[config.mk]
export PLATFORM = sky130hd
export DESIGN_NAME = rssi_autorange_level_meter
export DESIGN_NICKNAME = d
export VERILOG_FILES = /design/src/rtl/ralm_pkg.sv /design/src/rtl/ralm_tracker.sv /design/src/rtl/ralm_divider.sv /design/src/rtl/rssi_autorange_level_meter.sv
export SDC_FILE = /design/constraint.sdc
export NUM_CORES = 1
export LEC_CHECK = 0
export BUFFER_PORTS_ARGS = -buffer_cell sky130_fd_sc_hd__buf_2
export CAP_MARGIN = 25
export CORE_MARGIN = 3
export CORE_UTILIZATION = 49
export CTS_CLUSTER_DIAMETER = 60
export CTS_CLUSTER_SIZE = 12
export DETAILED_ROUTE_END_ITERATION = 8
export MAX_ROUTING_LAYER = met4
export PLACE_DENSITY = 0.75
export SETUP_SLACK_MARGIN = 0.15
export SYNTH_ARGS = -nofsm -noshare
export SYNTH_HDL_FRONTEND = slang
export SYNTH_SLANG_ARGS = --single-unit
[constraint.sdc]
create_clock -name clock -period 19.8 [get_ports clock]
set_input_delay 1.98 -clock clock [delete_from_list [all_inputs] [get_ports clock]]
set_output_delay 1.98 -clock clock [all_outputs]
set_load 0.03 [all_outputs]
[src/rtl/ralm_pkg.sv]
`default_nettype none
package ralm_pkg;

   localparam int RSSI_WIDTH_DEF = 8;
   localparam int LEVEL_W = 7;
   localparam int BEEP_W = 10;
   localparam int REG_W = 8;
   localparam int CSR_IDX_W = 4;

   localparam logic [CSR_IDX_W-1:0] CSR_PEAK_START = 4'd0;
   localparam logic [CSR_IDX_W-1:0] CSR_FLOOR_START = 4'd1;
   localparam logic [CSR_IDX_W-1:0] CSR_CEIL_START = 4'd2;
   localparam logic [CSR_IDX_W-1:0] CSR_MIN_SPAN = 4'd3;

   localparam logic signed [REG_W-1:0] PEAK_START_RST = -8'sd120;
   localparam logic signed [REG_W-1:0] FLOOR_START_RST = -8'sd40;
   localparam logic signed [REG_W-1:0] CEIL_START_RST = -8'sd100;
   localparam logic [REG_W-1:0] MIN_SPAN_RST = 8'd10;

   localparam logic REQ_SAMPLE = 1'b0;
   localparam logic REQ_RECAL = 1'b1;

   localparam logic [LEVEL_W-1:0] LEVEL_MAX = 7'd100;
   localparam logic [BEEP_W-1:0] BEEP_BASE = 10'd1000;
   localparam logic [BEEP_W-1:0] BEEP_MIN = 10'd50;

   typedef struct packed {
      logic start;
      logic req_type;
   } trk_ctl_type;

   typedef struct packed {
      logic signed [REG_W-1:0] peak_start;
      logic signed [REG_W-1:0] floor_start;
      logic signed [REG_W-1:0] ceil_start;
   } trk_cfg_type;

endpackage
`default_nettype wire

[src/rtl/ralm_tracker.sv]
`default_nettype none
module ralm_tracker #(
   parameter int RSSI_WIDTH = ralm_pkg::RSSI_WIDTH_DEF,
   parameter int TRK_W = 8
) (
   input  wire logic                          clock,
   input  wire logic                          reset,
   input  wire ralm_pkg::trk_ctl_type         ctl,
   input  wire ralm_pkg::trk_cfg_type         cfg,
   input  wire logic signed [RSSI_WIDTH-1:0]  raw_rssi,
   output logic signed [RSSI_WIDTH-1:0]       avg_out,
   output logic signed [TRK_W-1:0]            peak_out,
   output logic signed [TRK_W-1:0]            floor_out,
   output logic signed [TRK_W-1:0]            ceil_out
);
   import ralm_pkg::*;

   localparam int SUM_W = RSSI_WIDTH + 3;

   logic signed [RSSI_WIDTH-1:0] avg_ff, avg_in;
   logic seeded_ff, seeded_in;
   logic signed [TRK_W-1:0] peak_ff, peak_in;
   logic signed [TRK_W-1:0] floor_ff, floor_in;
   logic signed [TRK_W-1:0] ceil_ff, ceil_in;

   logic signed [RSSI_WIDTH-1:0] base;
   logic signed [SUM_W-1:0] sum;
   logic signed [SUM_W-1:0] adj;
   logic signed [SUM_W-1:0] quarter;
   logic signed [RSSI_WIDTH-1:0] new_avg;
   logic signed [TRK_W-1:0] new_avg_x;
   logic signed [TRK_W-1:0] pk0, fl0, cl0;

   always_comb begin
      base = seeded_ff ? avg_ff : raw_rssi;
      sum = (SUM_W'(base) <<< 1) + SUM_W'(base) + SUM_W'(raw_rssi);
      adj = sum[SUM_W-1] ? sum + SUM_W'(3) : sum;
      quarter = adj >>> 2;
      new_avg = quarter[RSSI_WIDTH-1:0];
      new_avg_x = TRK_W'(new_avg);
      pk0 = seeded_ff ? peak_ff : TRK_W'(cfg.peak_start);
      fl0 = seeded_ff ? floor_ff : TRK_W'(cfg.floor_start);
      cl0 = seeded_ff ? ceil_ff : TRK_W'(cfg.ceil_start);

      avg_in = avg_ff;
      seeded_in = seeded_ff;
      peak_in = peak_ff;
      floor_in = floor_ff;
      ceil_in = ceil_ff;
      if (ctl.start) begin
         if (ctl.req_type == REQ_SAMPLE) begin
            avg_in = new_avg;
            seeded_in = 1'b1;
            peak_in = (new_avg_x > pk0) ? new_avg_x : pk0;
            floor_in = (new_avg_x < fl0) ? new_avg_x : fl0;
            ceil_in = (new_avg_x > cl0) ? new_avg_x : cl0;
         end else if (seeded_ff) begin
            peak_in = TRK_W'(cfg.peak_start);
            floor_in = TRK_W'(avg_ff);
            ceil_in = TRK_W'(avg_ff);
         end
      end
   end

   always_ff @(posedge clock) begin
      if (reset) begin
         avg_ff <= '0;
         seeded_ff <= 1'b0;
         peak_ff <= TRK_W'(PEAK_START_RST);
         floor_ff <= TRK_W'(FLOOR_START_RST);
         ceil_ff <= TRK_W'(CEIL_START_RST);
      end else begin
         avg_ff <= avg_in;
         seeded_ff <= seeded_in;
         peak_ff <= peak_in;
         floor_ff <= floor_in;
         ceil_ff <= ceil_in;
      end
   end

   assign avg_out = avg_ff;
   assign peak_out = peak_ff;
   assign floor_out = floor_ff;
   assign ceil_out = ceil_ff;

endmodule
`default_nettype wire

[src/rtl/ralm_divider.sv]
`default_nettype none
module ralm_divider #(
   parameter int NUM_W = 16
) (
   input  wire logic                          clock,
   input  wire logic                          reset,
   input  wire logic                          start,
   input  wire logic [NUM_W-1:0]              dividend,
   input  wire logic [NUM_W-1:0]              divisor,
   output logic                               done,
   output logic [ralm_pkg::LEVEL_W-1:0]       quotient
);
   import ralm_pkg::*;

   localparam int CNT_W = $clog2(LEVEL_W);

   logic [NUM_W-1:0] rem_ff, rem_in;
   logic [NUM_W-1:0] dsr_ff, dsr_in;
   logic [LEVEL_W-1:0] quo_ff, quo_in;
   logic [CNT_W-1:0] cnt_ff, cnt_in;
   logic busy_ff, busy_in;
   logic done_ff, done_in;
   logic fits;

   always_comb begin
      fits = rem_ff >= dsr_ff;
      rem_in = rem_ff;
      dsr_in = dsr_ff;
      quo_in = quo_ff;
      cnt_in = cnt_ff;
      busy_in = busy_ff;
      done_in = 1'b0;
      if (start) begin
         rem_in = dividend;
         dsr_in = divisor << (LEVEL_W - 1);
         quo_in = '0;
         cnt_in = CNT_W'(LEVEL_W - 1);
         busy_in = 1'b1;
      end else if (busy_ff) begin
         if (fits) begin
            rem_in = rem_ff - dsr_ff;
         end
         quo_in = {quo_ff[LEVEL_W-2:0], fits};
         dsr_in = dsr_ff >> 1;
         cnt_in = cnt_ff - CNT_W'(1);
         if (cnt_ff == '0) begin
            busy_in = 1'b0;
            done_in = 1'b1;
         end
      end
   end

   always_ff @(posedge clock) begin
      if (reset) begin
         busy_ff <= 1'b0;
         done_ff <= 1'b0;
         cnt_ff <= '0;
      end else begin
         busy_ff <= busy_in;
         done_ff <= done_in;
         cnt_ff <= cnt_in;
      end
      rem_ff <= rem_in;
      dsr_ff <= dsr_in;
      quo_ff <= quo_in;
   end

   assign done = done_ff;
   assign quotient = quo_ff;

endmodule
`default_nettype wire

[src/rtl/rssi_autorange_level_meter.sv]
`default_nettype none
// Each accepted word is a raw RSSI sample or a recalibrate request, and each one yields exactly
// one result word with the moving average, the 0..100 level, the peak, floor and ceiling, and
// the beep interval. The block handles one word at a time and holds req_tready low while it
// works: a word whose level clamps to 0 or 100 skips the divider, and any other word runs the
// seven steps of the restoring subtract unit that scales the level; the block also waits while
// the previous result is still waiting on the result side.
module rssi_autorange_level_meter #(
   parameter int RSSI_WIDTH = ralm_pkg::RSSI_WIDTH_DEF
) (
   input  wire logic                                clock,
   input  wire logic                                reset,
   input  wire logic                                req_tvalid,
   output logic                                     req_tready,
   // raw_rssi
   input  wire logic [((RSSI_WIDTH+7)/8)*8-1:0]     req_tdata,
   // req_type
   input  wire logic                                req_tuser,
   output logic                                     rsp_tvalid,
   input  wire logic                                rsp_tready,
   // smoothed_rssi, level_pct, peak_level, floor_level, ceil_level, beep_interval_ms
   output logic [((RSSI_WIDTH+41+7)/8)*8-1:0]       rsp_tdata,
   input  wire logic                                csr_valid,
   output logic                                     csr_ready,
   input  wire logic [ralm_pkg::CSR_IDX_W-1:0]      csr_index,
   input  wire logic [ralm_pkg::REG_W-1:0]          csr_data
);
   import ralm_pkg::*;

   localparam int TRK_W = (RSSI_WIDTH > REG_W) ? RSSI_WIDTH : REG_W;
   localparam int DIF_W = TRK_W + 1;
   localparam int NUM_W = DIF_W + LEVEL_W;
   localparam int RSP_W = ((RSSI_WIDTH + 41 + 7) / 8) * 8;

   localparam logic [1:0] ST_IDLE = 2'd0;
   localparam logic [1:0] ST_PREP = 2'd1;
   localparam logic [1:0] ST_DIV = 2'd2;
   localparam logic [1:0] ST_DONE = 2'd3;

   logic [1:0] state_ff, state_in;
   logic [LEVEL_W-1:0] lvl_ff, lvl_in;
   logic rsp_valid_ff, rsp_valid_in;
   logic [RSP_W-1:0] rsp_data_ff, rsp_data_in;

   trk_cfg_type cfg_ff, cfg_in;
   logic [REG_W-1:0] min_span_ff, min_span_in;

   trk_ctl_type trk_ctl;
   logic req_fire;
   logic signed [RSSI_WIDTH-1:0] avg;
   logic signed [TRK_W-1:0] peak, floor_v, ceil_v;

   logic [REG_W-1:0] ms8;
   logic signed [DIF_W-1:0] ms, raw_span, span, diff;
   logic [NUM_W-1:0] diff_ext, dividend, divisor;
   logic div_start, div_done;
   logic [LEVEL_W-1:0] quotient;
   logic [BEEP_W-1:0] lvl_ext, beep_raw, beep;
   logic rsp_free;

   assign csr_ready = 1'b1;

   always_comb begin
      cfg_in = cfg_ff;
      min_span_in = min_span_ff;
      if (csr_valid) begin
         case (csr_index)
            CSR_PEAK_START: cfg_in.peak_start = csr_data;
            CSR_FLOOR_START: cfg_in.floor_start = csr_data;
            CSR_CEIL_START: cfg_in.ceil_start = csr_data;
            CSR_MIN_SPAN: min_span_in = csr_data;
            default: ;
         endcase
      end
   end

   assign req_tready = (state_ff == ST_IDLE);
   assign req_fire = req_tvalid && req_tready;
   assign trk_ctl.start = req_fire;
   assign trk_ctl.req_type = req_tuser;

   ralm_tracker #(
      .RSSI_WIDTH(RSSI_WIDTH),
      .TRK_W(TRK_W)
   ) u_tracker (
      .clock(clock),
      .reset(reset),
      .ctl(trk_ctl),
      .cfg(cfg_ff),
      .raw_rssi(req_tdata[RSSI_WIDTH-1:0]),
      .avg_out(avg),
      .peak_out(peak),
      .floor_out(floor_v),
      .ceil_out(ceil_v)
   );

   always_comb begin
      ms8 = (min_span_ff == '0) ? REG_W'(1) : min_span_ff;
      ms = DIF_W'(ms8);
      raw_span = DIF_W'(ceil_v) - DIF_W'(floor_v);
      span = (raw_span < ms) ? ms : raw_span;
      diff = DIF_W'(avg) - DIF_W'(floor_v);
      diff_ext = NUM_W'(unsigned'(diff));
      dividend = (diff_ext << 6) + (diff_ext << 5) + (diff_ext << 2);
      divisor = NUM_W'(unsigned'(span));
   end

   ralm_divider #(
      .NUM_W(NUM_W)
   ) u_divider (
      .clock(clock),
      .reset(reset),
      .start(div_start),
      .dividend(dividend),
      .divisor(divisor),
      .done(div_done),
      .quotient(quotient)
   );

   always_comb begin
      lvl_ext = BEEP_W'(lvl_ff);
      beep_raw = BEEP_BASE - (lvl_ext << 3) - lvl_ext;
      beep = (beep_raw < BEEP_MIN) ? BEEP_MIN : beep_raw;
      rsp_free = !rsp_valid_ff || rsp_tready;
   end

   always_comb begin
      state_in = state_ff;
      lvl_in = lvl_ff;
      div_start = 1'b0;
      rsp_valid_in = rsp_valid_ff && !rsp_tready;
      rsp_data_in = rsp_data_ff;
      case (state_ff)
         ST_IDLE: begin
            if (req_fire) begin
               state_in = ST_PREP;
            end
         end
         ST_PREP: begin
            if (diff[DIF_W-1] || (diff == '0)) begin
               lvl_in = '0;
               state_in = ST_DONE;
            end else if (diff >= span) begin
               lvl_in = LEVEL_MAX;
               state_in = ST_DONE;
            end else begin
               div_start = 1'b1;
               state_in = ST_DIV;
            end
         end
         ST_DIV: begin
            if (div_done) begin
               lvl_in = quotient;
               state_in = ST_DONE;
            end
         end
         ST_DONE: begin
            if (rsp_free) begin
               rsp_valid_in = 1'b1;
               rsp_data_in = RSP_W'({beep, ceil_v[REG_W-1:0], floor_v[REG_W-1:0],
                                     peak[REG_W-1:0], lvl_ff, avg});
               state_in = ST_IDLE;
            end
         end
         default: state_in = ST_IDLE;
      endcase
   end

   always_ff @(posedge clock) begin
      if (reset) begin
         state_ff <= ST_IDLE;
         rsp_valid_ff <= 1'b0;
         cfg_ff.peak_start <= PEAK_START_RST;
         cfg_ff.floor_start <= FLOOR_START_RST;
         cfg_ff.ceil_start <= CEIL_START_RST;
         min_span_ff <= MIN_SPAN_RST;
      end else begin
         state_ff <= state_in;
         rsp_valid_ff <= rsp_valid_in;
         cfg_ff <= cfg_in;
         min_span_ff <= min_span_in;
      end
      lvl_ff <= lvl_in;
      rsp_data_ff <= rsp_data_in;
   end

   assign rsp_tvalid = rsp_valid_ff;
   assign rsp_tdata = rsp_data_ff;

endmodule
`default_nettype wire

==> results.py, run 1 <==
metrics = {
    "final_layout": {
        "diodes": 0,
        "nNetsFinal": 1349,
        "final_util_pct": 56.6,
        "area_growth_pct": 11.3,
        "final_layout_size_suffix_gt1_share_pct": 12.1,
    },
    "synthesis": {
        "syn_area_mm2": 0.0109,
        "yosys_warnings": 0,
        "synth_compound_area_share_pct": 15.1,
        "synthTopCellsByArea": "edfxtp_1, dfxtp_1, ha_1, mux2i_1, nor2_1",
        "synth.avg_cell_area_um2": 9.66,
        "synthAdderAreaFrac_pct": 16.2,
        "ys_ff_latch": 167,
        "synth_top_cell_by_area": "edfxtp_1",
        "synthArstFlopShare_pct": 0,
        "ys_types": 68,
        "synth_common_cells": "ha_1, nor2_1, inv_1",
        "synth_cells": 1127,
        "synth_ff_type": "dfxtp_1",
        "synth-edff-count": 81,
        "synth_top_family_by_area": "adder cells",
        "yosys.area_share.xor_xnor_pct": 3.92,
        "synth-seq-area-share_pct": 38.1,
        "synth-simple-area-share_pct": 13.3,
        "synth_top_area_share_pct": 22.3,
        "synth.area.mux_share_pct": 7.73,
    },
    "routing": {
        "drt-total-wl_um": 26500,
        "wl_per_cell_um": 17.9,
        "drcViolationCount": 0,
        "routed_via_density": 5.73,
        "drt_iter0_drc": 641,
        "vias": 8476,
        "drt_pass1_iterations": 6,
        "ant_nets": 0,
    },
    "cts": {
        "clock-sinks": 167,
        "cts_resized": 0,
        "clockBufferDepth": 2,
        "clk_latency_ps": 430,
        "cts_setup_buffers": 0,
        "cts_max_level": 4,
        "clk_pin_slew_ps": 70,
        "hold_buffers": 0,
        "root_buffer": "clkbuf_16",
        "cts-buffers-inserted": 17,
        "cts_tree": "built",
    },
    "placed_design": {
        "gp_congestion": 0.957,
        "portBuffers": 76,
        "place_hpwl_um": 19500,
        "post-place-ws_ps": 12040,
    },
    "outcome": {
        "status": "completed",
    },
    "global_routing": {
        "overflow": 0,
        "met2_usage_pct": 35.6,
        "grt_usage_pct": 22.9,
        "grt_pass1_vias": 8309,
        "antenna_found_initial": 0,
        "grt_pass1_wl_um": 43100,
        "use_met1_pct": 31.7,
        "gr-usage-met3_pct": 2.67,
        "busiest_layer": "met2",
        "grt_max_degree": 77,
    },
    "timing": {
        "min_period_ps": 7400,
        "period_share_pct": 37.4,
        "finalMaxSlewViolations": 0,
        "layout_setup_ws_ps": 12400,
        "skew_ps": 9.15,
        "report.final.hold_viol_count": 0,
        "finalSetupViolCount": 0,
        "fin_tns_setup_ps": 0,
        "fmax_mhz": 135,
        "rsz0062_at_grt": "no",
        "worstMarginPinSlew_ps": 1010,
        "slew_headroom_pct": 31.8,
    },
    "job": {
        "maxCapViolations": 0,
    },
    "die": {
        "die_height_um": 155,
        "core_mm2": 0.0214,
        "num_io_pins": 85,
        "dieArea_mm2": 0.0241,
        "start_util_pct": 50.8,
        "die_w_um": 155,
        "rows": 53,
    },
    "critical_path": {
        "worstReg2RegStart": "u_tracker.floor_out[1]",
        "r2r_cells": 24,
        "r2r_end": "u_divider.rem_ff[14]",
        "crit_type": "in -> reg",
        "end_kind": "flip-flop",
        "start_kind": "primary input",
        "cp_data_arrival_time_ps": 7740,
        "r2r_slack_ps": 13130,
        "critical_path_required_ps": 20140,
        "worst-path-max-fanout": 13,
    },
    "min_path": {
        "hold_path.class": "reg -> reg",
        "min_from": "cfg_ff[6]",
        "hold-path-cell-count": 2,
        "min_to": "cfg_ff[6]",
    },
}
## cell usage in the layout (no fill, tap or decap), types with 8 or more instances in the layout
master	netlist	routed
nor2_1	114	114
ha_1	114	114
inv_1	106	106
dfxtp_1	86	85
edfxtp_1	81	81
buf_2	2	76
mux2i_1	74	74
a21oi_1	61	61
nand2_1	55	55
o21ai_0	45	45
nor3_1	30	30
xnor2_1	28	28
a211oi_1	22	22
a21o_1	19	19
nand3_1	18	18
nor2b_1	19	18
o21a_1	17	17
xor2_1	17	17
fa_1	17	17
clkbuf_16	0	17
o211ai_1	15	15
nand2b_1	12	12
a211o_1	10	10
nand4_1	9	9
mux2_2	9	9
buf_4	8	9
and2_1	8	8
a31oi_1	8	8
conb_1	2	8
## layer usage
layer | vias to the layer above | part of all wire (%)
li1 | 4129 | -
met2 | 269 | 46
met4 | 0 | 2.3
met3 | 46 | 5.3
met5 | - | 0
met1 | 4032 | 47
## cells by family after synthesis
logic type | count (synthesis)
and+or+nand+nor | 302
AOI/OAI and AO/OA | 244
DFF | 167
buffers and inverters | 151
adders and majority gates | 131
muxes | 83
xor gates and xnor gates | 47
other | 2
## cell type report
type | instances | area, um^2
well taps | 275 | 344
flip-flops and latches | 167 | 4160
inverters | 106 | 398
repair buffers | 85 | 448
fillers | 1850 | 9300
clock buffers | 18 | 429
clock inverters | 14 | 173
multi-input cells | 815 | 6170
## stage by stage
step | instances | instance area, um^2 | hold WS, ps
after floorplan | 1133 | 10900 | 425
after global placement | 1448 | 11500 | 436
after detailed placement | 1448 | 11500 | 449
after CTS | 1480 | 12100 | 461
after global routing | 1480 | 12100 | 479
final | 1480 | 12100 | 462
## worst max-delay path, cell delays in order
cell and delay (ps):
buf_2 80, inv_1 60, o21a_1 200, fa_1 510, inv_1 50, ha_1 210, inv_1 70, fa_1 500
or4_1 540, or3_4 370, a211oi_4 330, nand4_1 180, xnor2_2 440, ha_1 340, inv_1 80, a2111oi_0 60
a21o_1 220, and4b_1 220, a311oi_4 700, nor2_1 80, o31a_1 290, a211oi_1 220
## registers in the layout (all words and copies together) (netlist names), 3 cells and up
signal	cells
cfg_ff	24
lvl_ff	7
min_span_ff	8
rsp_tdata	49
u_divider.cnt_ff	3
u_divider.dsr_ff	15
u_divider.quotient	7
u_divider.rem_ff	16
u_tracker.avg_out	8
u_tracker.ceil_out	8
u_tracker.floor_out	8
u_tracker.peak_out	8
## worst max path at each step
| stage | from | end | slack [ps] | cells after the start |
|---|---|---|---|---|
| 2_1_floorplan | req_tdata[1] | u_tracker.floor_out[1] | 12760 | 21 |
| 3_3_place_gp | req_tdata[1] | u_tracker.floor_out[1] | 12200 | 22 |
| 3_5_place_dp | req_tdata[1] | u_tracker.floor_out[1] | 12040 | 22 |
| 4_1_cts | req_tdata[1] | u_tracker.floor_out[1] | 12440 | 22 |
| 5_1_grt | req_tdata[1] | u_tracker.floor_out[1] | 12100 | 22 |
| 6_report | req_tdata[1] | u_tracker.floor_out[1] | 12400 | 22 |
Power of run 1 is not shown: default switching activity piles up to over one toggle a cycle in this logic, so the estimate is an artifact.
==> inputs of run 2 (changes only) <==
--- a/config.mk
+++ b/config.mk
@@ -5,6 +5,7 @@
 export SDC_FILE = /design/constraint.sdc
 export NUM_CORES = 1
 export LEC_CHECK = 0
+export ABC_AREA = 1
 export BUFFER_PORTS_ARGS = -buffer_cell sky130_fd_sc_hd__buf_2
 export CAP_MARGIN = 25
 export CORE_MARGIN = 3
==> constraint.sdc (replaced) <==
create_clock -name clock -period 7.2 [get_ports clock]
set_input_delay 0.72 -clock clock [delete_from_list [all_inputs] [get_ports clock]]
set_output_delay 0.72 -clock clock [all_outputs]
set_load 0.03 [all_outputs]
==> results.py, run 2 <==
metrics = {
    "outcome": {
        "status": "completed",
    },
    "global_routing": {
        "antenna_found_initial": 0,
        "grt_pass1_vias": 8383,
        "grt_usage_pct": 22.9,
        "overflow": 0,
        "grt_pass1_wl_um": 42900,
        "grt_max_degree": 51,
    },
    "final_layout": {
        "register_area_mm2": 0.00415,
        "final_layout_size_suffix_gt1_share_pct": 10.0,
        "multiInputGateArea_mm2": 0.00566,
        "final_util_pct": 56.0,
        "area_growth_pct": 10.9,
        "nNetsFinal": 1521,
        "diodes": 0,
        "largest_reg_flops": 49,
        "final_cell_area_mm2": 0.0119,
        "final_cell_mix": "nand2_1, inv_1, o21ai_0",
        "fill_cells": 1884,
        "final_common_cell": "nand2_1",
        "fin_cells": 1652,
    },
    "timing": {
        "finalSetupViolCount": 0,
        "fin_tns_setup_ps": 0,
        "finalMaxSlewViolations": 0,
        "skew_ps": 14.2,
        "slew_headroom_pct": 30.7,
        "fmax_mhz": 172,
        "worstMarginPinSlew_ps": 1040,
        "rsz0062_at_grt": "no",
        "period_share_pct": 81.0,
        "min_period_ps": 5830,
        "report.final.hold_viol_count": 0,
    },
    "synthesis": {
        "ys_types": 50,
        "synth_common_cells": "nand2_1, inv_1, o21ai_0",
        "synth-edff-count": 81,
        "synth.avg_cell_area_um2": 8.26,
        "yosys_warnings": 0,
        "synth_cells": 1301,
        "synthArstFlopShare_pct": 0,
        "synth_top_area_share_pct": 22.6,
        "synth_top_cell_by_area": "edfxtp_1",
        "syn_area_mm2": 0.0107,
        "synthTopCellsByArea": "edfxtp_1, dfxtp_1, ha_1, nand2_1, inv_1",
        "synth.most_common_cell": "nand2_1",
        "synth_ff_type": "dfxtp_1",
        "ys_ff_latch": 167,
        "synth-seq-area-share_pct": 38.7,
    },
    "die": {
        "die_height_um": 154,
        "num_io_pins": 85,
        "rows": 53,
        "die_w_um": 154,
        "dieArea_mm2": 0.0237,
        "core_mm2": 0.0213,
        "start_util_pct": 50.5,
    },
    "critical_path": {
        "critical_path_required_ps": 7250,
        "cp-startpoint": "u_tracker.floor_out[2]",
        "cpPeakStageDelay_ps": 820,
        "end_kind": "flip-flop",
        "cp_slowest_cell": "a211oi_1",
        "cpMostUsedCell": "nand2_1",
        "start_kind": "flip-flop",
        "crit_type": "reg -> reg",
        "worstReg2RegStart": "u_tracker.floor_out[2]",
        "worst-path-max-fanout": 30,
        "cp_data_arrival_time_ps": 5880,
    },
    "cts": {
        "clk_latency_ps": 440,
        "clock-sinks": 167,
        "cts_tree": "built",
        "clockBufferDepth": 2,
        "clk_pin_slew_ps": 70,
        "root_buffer": "clkbuf_16",
        "hold_buffers": 0,
        "cts_setup_buffers": 0,
        "cts_resized": 0,
        "cts_max_level": 4,
        "cts-buffers-inserted": 17,
    },
    "routing": {
        "drt_pass1_iterations": 5,
        "routed_via_density": 5.48,
        "drcViolationCount": 0,
        "drt-total-wl_um": 26600,
        "ant_nets": 0,
        "vias": 9048,
        "wl_per_cell_um": 16.1,
        "drt_iter0_drc": 734,
    },
    "placed_design": {
        "placed_area_mm2": 0.0113,
        "numPlacedInstances": 1619,
        "portBuffers": 76,
        "gp_congestion": 0.944,
        "place_hpwl_um": 20100,
    },
    "job": {
        "maxCapViolations": 0,
    },
    "min_path": {
        "min_from": "u_tracker.peak_out[5]",
        "hold_path.class": "reg -> reg",
    },
}
-- run 2: cell types whose count changed after synthesis, sizes merged, moves of 19 or more --
cell | previous run | this run
mux2i | 74 | 6
nand3 | 19 | 64
nor2b | 19 | 0
inv | 106 | 190
xnor2 | 30 | 10
nand2 | 55 | 220
a21oi | 62 | 116
o21ai | 47 | 144
nor2 | 114 | 87
-- run 2: logic make-up (layout without fill, tap and decap cells) --
| group | after synthesis | in the layout | synth area share, % |
|---|---|---|---|
| compound gates | 316 | 316 | 16.2 |
| simple gates | 401 | 401 | 15.6 |
| other cells | 2 | 8 | 0.0699 |
| fa+ha+maj | 131 | 131 | 16.4 |
| mux | 6 | 6 | 0.559 |
| buf+inv | 236 | 306 | 8.91 |
| flops | 167 | 167 | 38.7 |
| xor+xnor | 42 | 42 | 3.56 |
-- run 2: layer usage --
metal  wire, um  vias up  GRT usage, %  part of all wire, %
met5          0        -             -                    0
met4        652        0          6.94                  2.5
met3       1500       49          3.12                  5.6
met2      13100      275          38.5                   49
met1      11300     4239          28.8                   43
li1           -     4485             -                    -
-- run 2: per-stage QoR --
step | hold slack (ps) | setup WS, ps
2_1_floorplan | 417 | 2170
3_3_place_gp | 438 | 1580
3_5_place_dp | 439 | 1490
4_1_cts | 461 | 1370
5_1_grt | 475 | 813
6_report | 460 | 1370
-- run 2: final cells by class --
class	instances	share of cell area (%)
Tap cell	275	2.89
Multi-Input combinational cell	904	47.5
Sequential cell	167	34.9
Timing Repair Buffer	83	3.70
Clock inverter	10	0.903
Inverter	191	6.02
Clock buffer	22	4.08
-- run 2: final timing paths --
check | slack, ps | endpoint | depth (start not counted)
min | 460 | rsp_tdata[20] | 0
min reg2reg | 460 | rsp_tdata[20] | 0
max | 1370 | lvl_ff[0] | 32
max reg2reg | 1370 | lvl_ff[0] | 32
-- run 2: critical path, delay by kind of cell, from the launching register on --
| kind | cells | cell delay (ps) |
|---|---|---|
| AO/OA/AOI/OAI | 9 | 1980 |
| flip-flops | 1 | 360 |
| adder cells (fa/ha/maj) | 4 | 1270 |
| AND/OR/NAND/NOR | 14 | 1140 |
| XOR/XNOR | 1 | 160 |
| buffers and inverters | 4 | 530 |
Power of run 2 is left out for the same reason.
==> inputs of run 3 (changes only) <==
==> constraint.sdc (replaced) <==
create_clock -name clock -period 5.6 [get_ports clock]
set_input_delay 0.56 -clock clock [delete_from_list [all_inputs] [get_ports clock]]
set_output_delay 0.56 -clock clock [all_outputs]
set_load 0.03 [all_outputs]
==> results.py, run 3 (synthesis gave the netlist of run 2 again) <==
metrics = {
    "critical_path": {
        "r2r_slack_ps": 560,
        "r2r_cells": 33,
        "crit_type": "reg -> reg",
        "worst-path-max-fanout": 16,
        "cp_slowest_cell": "dfxtp_1",
        "critical_path_required_ps": 5730,
        "cpPeakStageDelay_ps": 360,
        "end_kind": "flip-flop",
        "cpMostUsedCell": "nand2_1",
        "r2r_end": "u_divider.rem_ff[6]",
        "start_kind": "flip-flop",
        "cp_data_arrival_time_ps": 5170,
        "worstReg2RegStart": "u_tracker.floor_out[2]",
    },
    "placed_design": {
        "post-place-ws_ps": 289,
        "numPlacedInstances": 1633,
        "portBuffers": 76,
        "place_hpwl_um": 20500,
        "gp_congestion": 0.928,
    },
    "timing": {
        "fmax_mhz": 198,
        "min_period_ps": 5040,
        "period_share_pct": 90.0,
        "slew_headroom_pct": 34.5,
        "rsz0062_at_grt": "no",
        "worstMarginPinSlew_ps": 980,
        "layout_setup_ws_ps": 559,
        "fin_tns_setup_ps": 0,
        "report.final.hold_viol_count": 0,
        "finalSetupViolCount": 0,
        "finalMaxSlewViolations": 0,
        "skew_ps": 15.4,
    },
    "global_routing": {
        "overflow": 0,
        "grt_pass1_wl_um": 43500,
        "antenna_found_initial": 0,
        "grt_pass1_vias": 8729,
        "grt_usage_pct": 23.4,
        "grt_max_degree": 50,
    },
    "die": {
        "dieArea_mm2": 0.0237,
        "start_util_pct": 50.5,
        "rows": 53,
        "die_w_um": 154,
        "core_mm2": 0.0213,
        "num_io_pins": 85,
        "die_height_um": 154,
    },
    "routing": {
        "routed_via_density": 5.43,
        "ant_nets": 0,
        "drt_pass1_iterations": 7,
        "wl_per_cell_um": 16.3,
        "drt-total-wl_um": 27300,
        "vias": 9077,
        "drt_iter0_drc": 767,
        "drcViolationCount": 0,
    },
    "final_layout": {
        "multiInputGateArea_mm2": 0.00574,
        "final_common_cell": "nand2_1",
        "largest_reg_flops": 49,
        "fin_cells": 1671,
        "area_growth_pct": 13.4,
        "final_layout_size_suffix_gt1_share_pct": 12.1,
        "nNetsFinal": 1539,
        "fill_cells": 1847,
        "register_area_mm2": 0.00415,
        "final_cell_mix": "nand2_1, inv_1, o21ai_0",
    },
    "cts": {
        "cts_tree": "built",
        "clk_latency_ps": 440,
        "root_buffer": "clkbuf_16",
        "cts-buffers-inserted": 17,
        "clock-sinks": 167,
        "clk_pin_slew_ps": 70,
        "cts_max_level": 4,
        "clockBufferDepth": 2,
    },
    "min_path": {
        "min_to": "cfg_ff[2]",
        "hold_path.class": "in -> reg",
        "min_from": "csr_data[2]",
        "hold-path-cell-count": 3,
    },
    "job": {
        "maxCapViolations": 0,
    },
    "outcome": {
        "status": "completed",
    },
}
run 3: changes by cell type in the layout (fill, tap and decap cells not counted), sizes merged:
| cell | before | now |
|---|---|---|
| buf | 83 | 100 |
| clkinv | 4 | 2 |
| clkinvlp | 1 | 3 |
| bufinv | 1 | 2 |
| diode | 0 | 1 |
run 3: critical path, delay by kind of cell, from the launching register on:
| family | cells | cell delay, ps |
|---|---|---|
| adders and majority gates | 4 | 1040 |
| and+or+nand+nor | 15 | 1360 |
| xor gates and xnor gates | 1 | 160 |
| AOI/OAI and AO/OA | 9 | 1200 |
| DFF | 1 | 360 |
| buffers and inverters | 4 | 580 |
run 3: worst max path at each step:
stage	startpoint	endpoint	slack [ps]
finish	u_tracker.floor_out[2]	u_divider.rem_ff[6]	560
global route	u_tracker.seeded_ff	u_tracker.peak_out[0]	150
CTS	u_tracker.floor_out[2]	lvl_ff[1]	290
detailed placement	req_tdata[1]	u_tracker.peak_out[5]	290
global placement	u_tracker.floor_out[2]	u_divider.dsr_ff[7]	380
floorplan	u_tracker.floor_out[2]	lvl_ff[0]	570
run 3: area by class of cell:
type	instances	area share, %
multi-input combinational	904	47.1
timing repair inverter	1	0.0411
timing repair buffer	100	4.86
inverter	191	5.94
clock buffer	22	4.07
tap	275	2.82
sequential	167	34.1
clock inverter	10	1.06
antenna	1	0.0205
run 3: through the flow:
step                      instance area, um^2  util [%]  hold slack [ps]
final                                   12200      57.2              403
after global routing                    12200      57.2              412
after CTS                               12100      56.6              393
after detailed placement                11400      53.7              440
after global placement                  11400      53.6              438
after floorplan                         10800         -              417
run 3: per-layer routing:
metal	vias up	wire length (um)	part of all wire, %	GRT usage, %
met5	-	0	0	-
met4	0	736	2.7	8.33
met3	60	1820	6.7	3.77
met2	305	13400	49	38.6
met1	4204	11300	42	29.2
li1	4508	-	-	-
run 3: repair_timing:
item                       CTS  global route
gates resized for setup      0            25
setup endpoints to repair    0            86
setup buffers                0             4
hold buffers                 0             0
Power of run 3 is left out for the same reason.
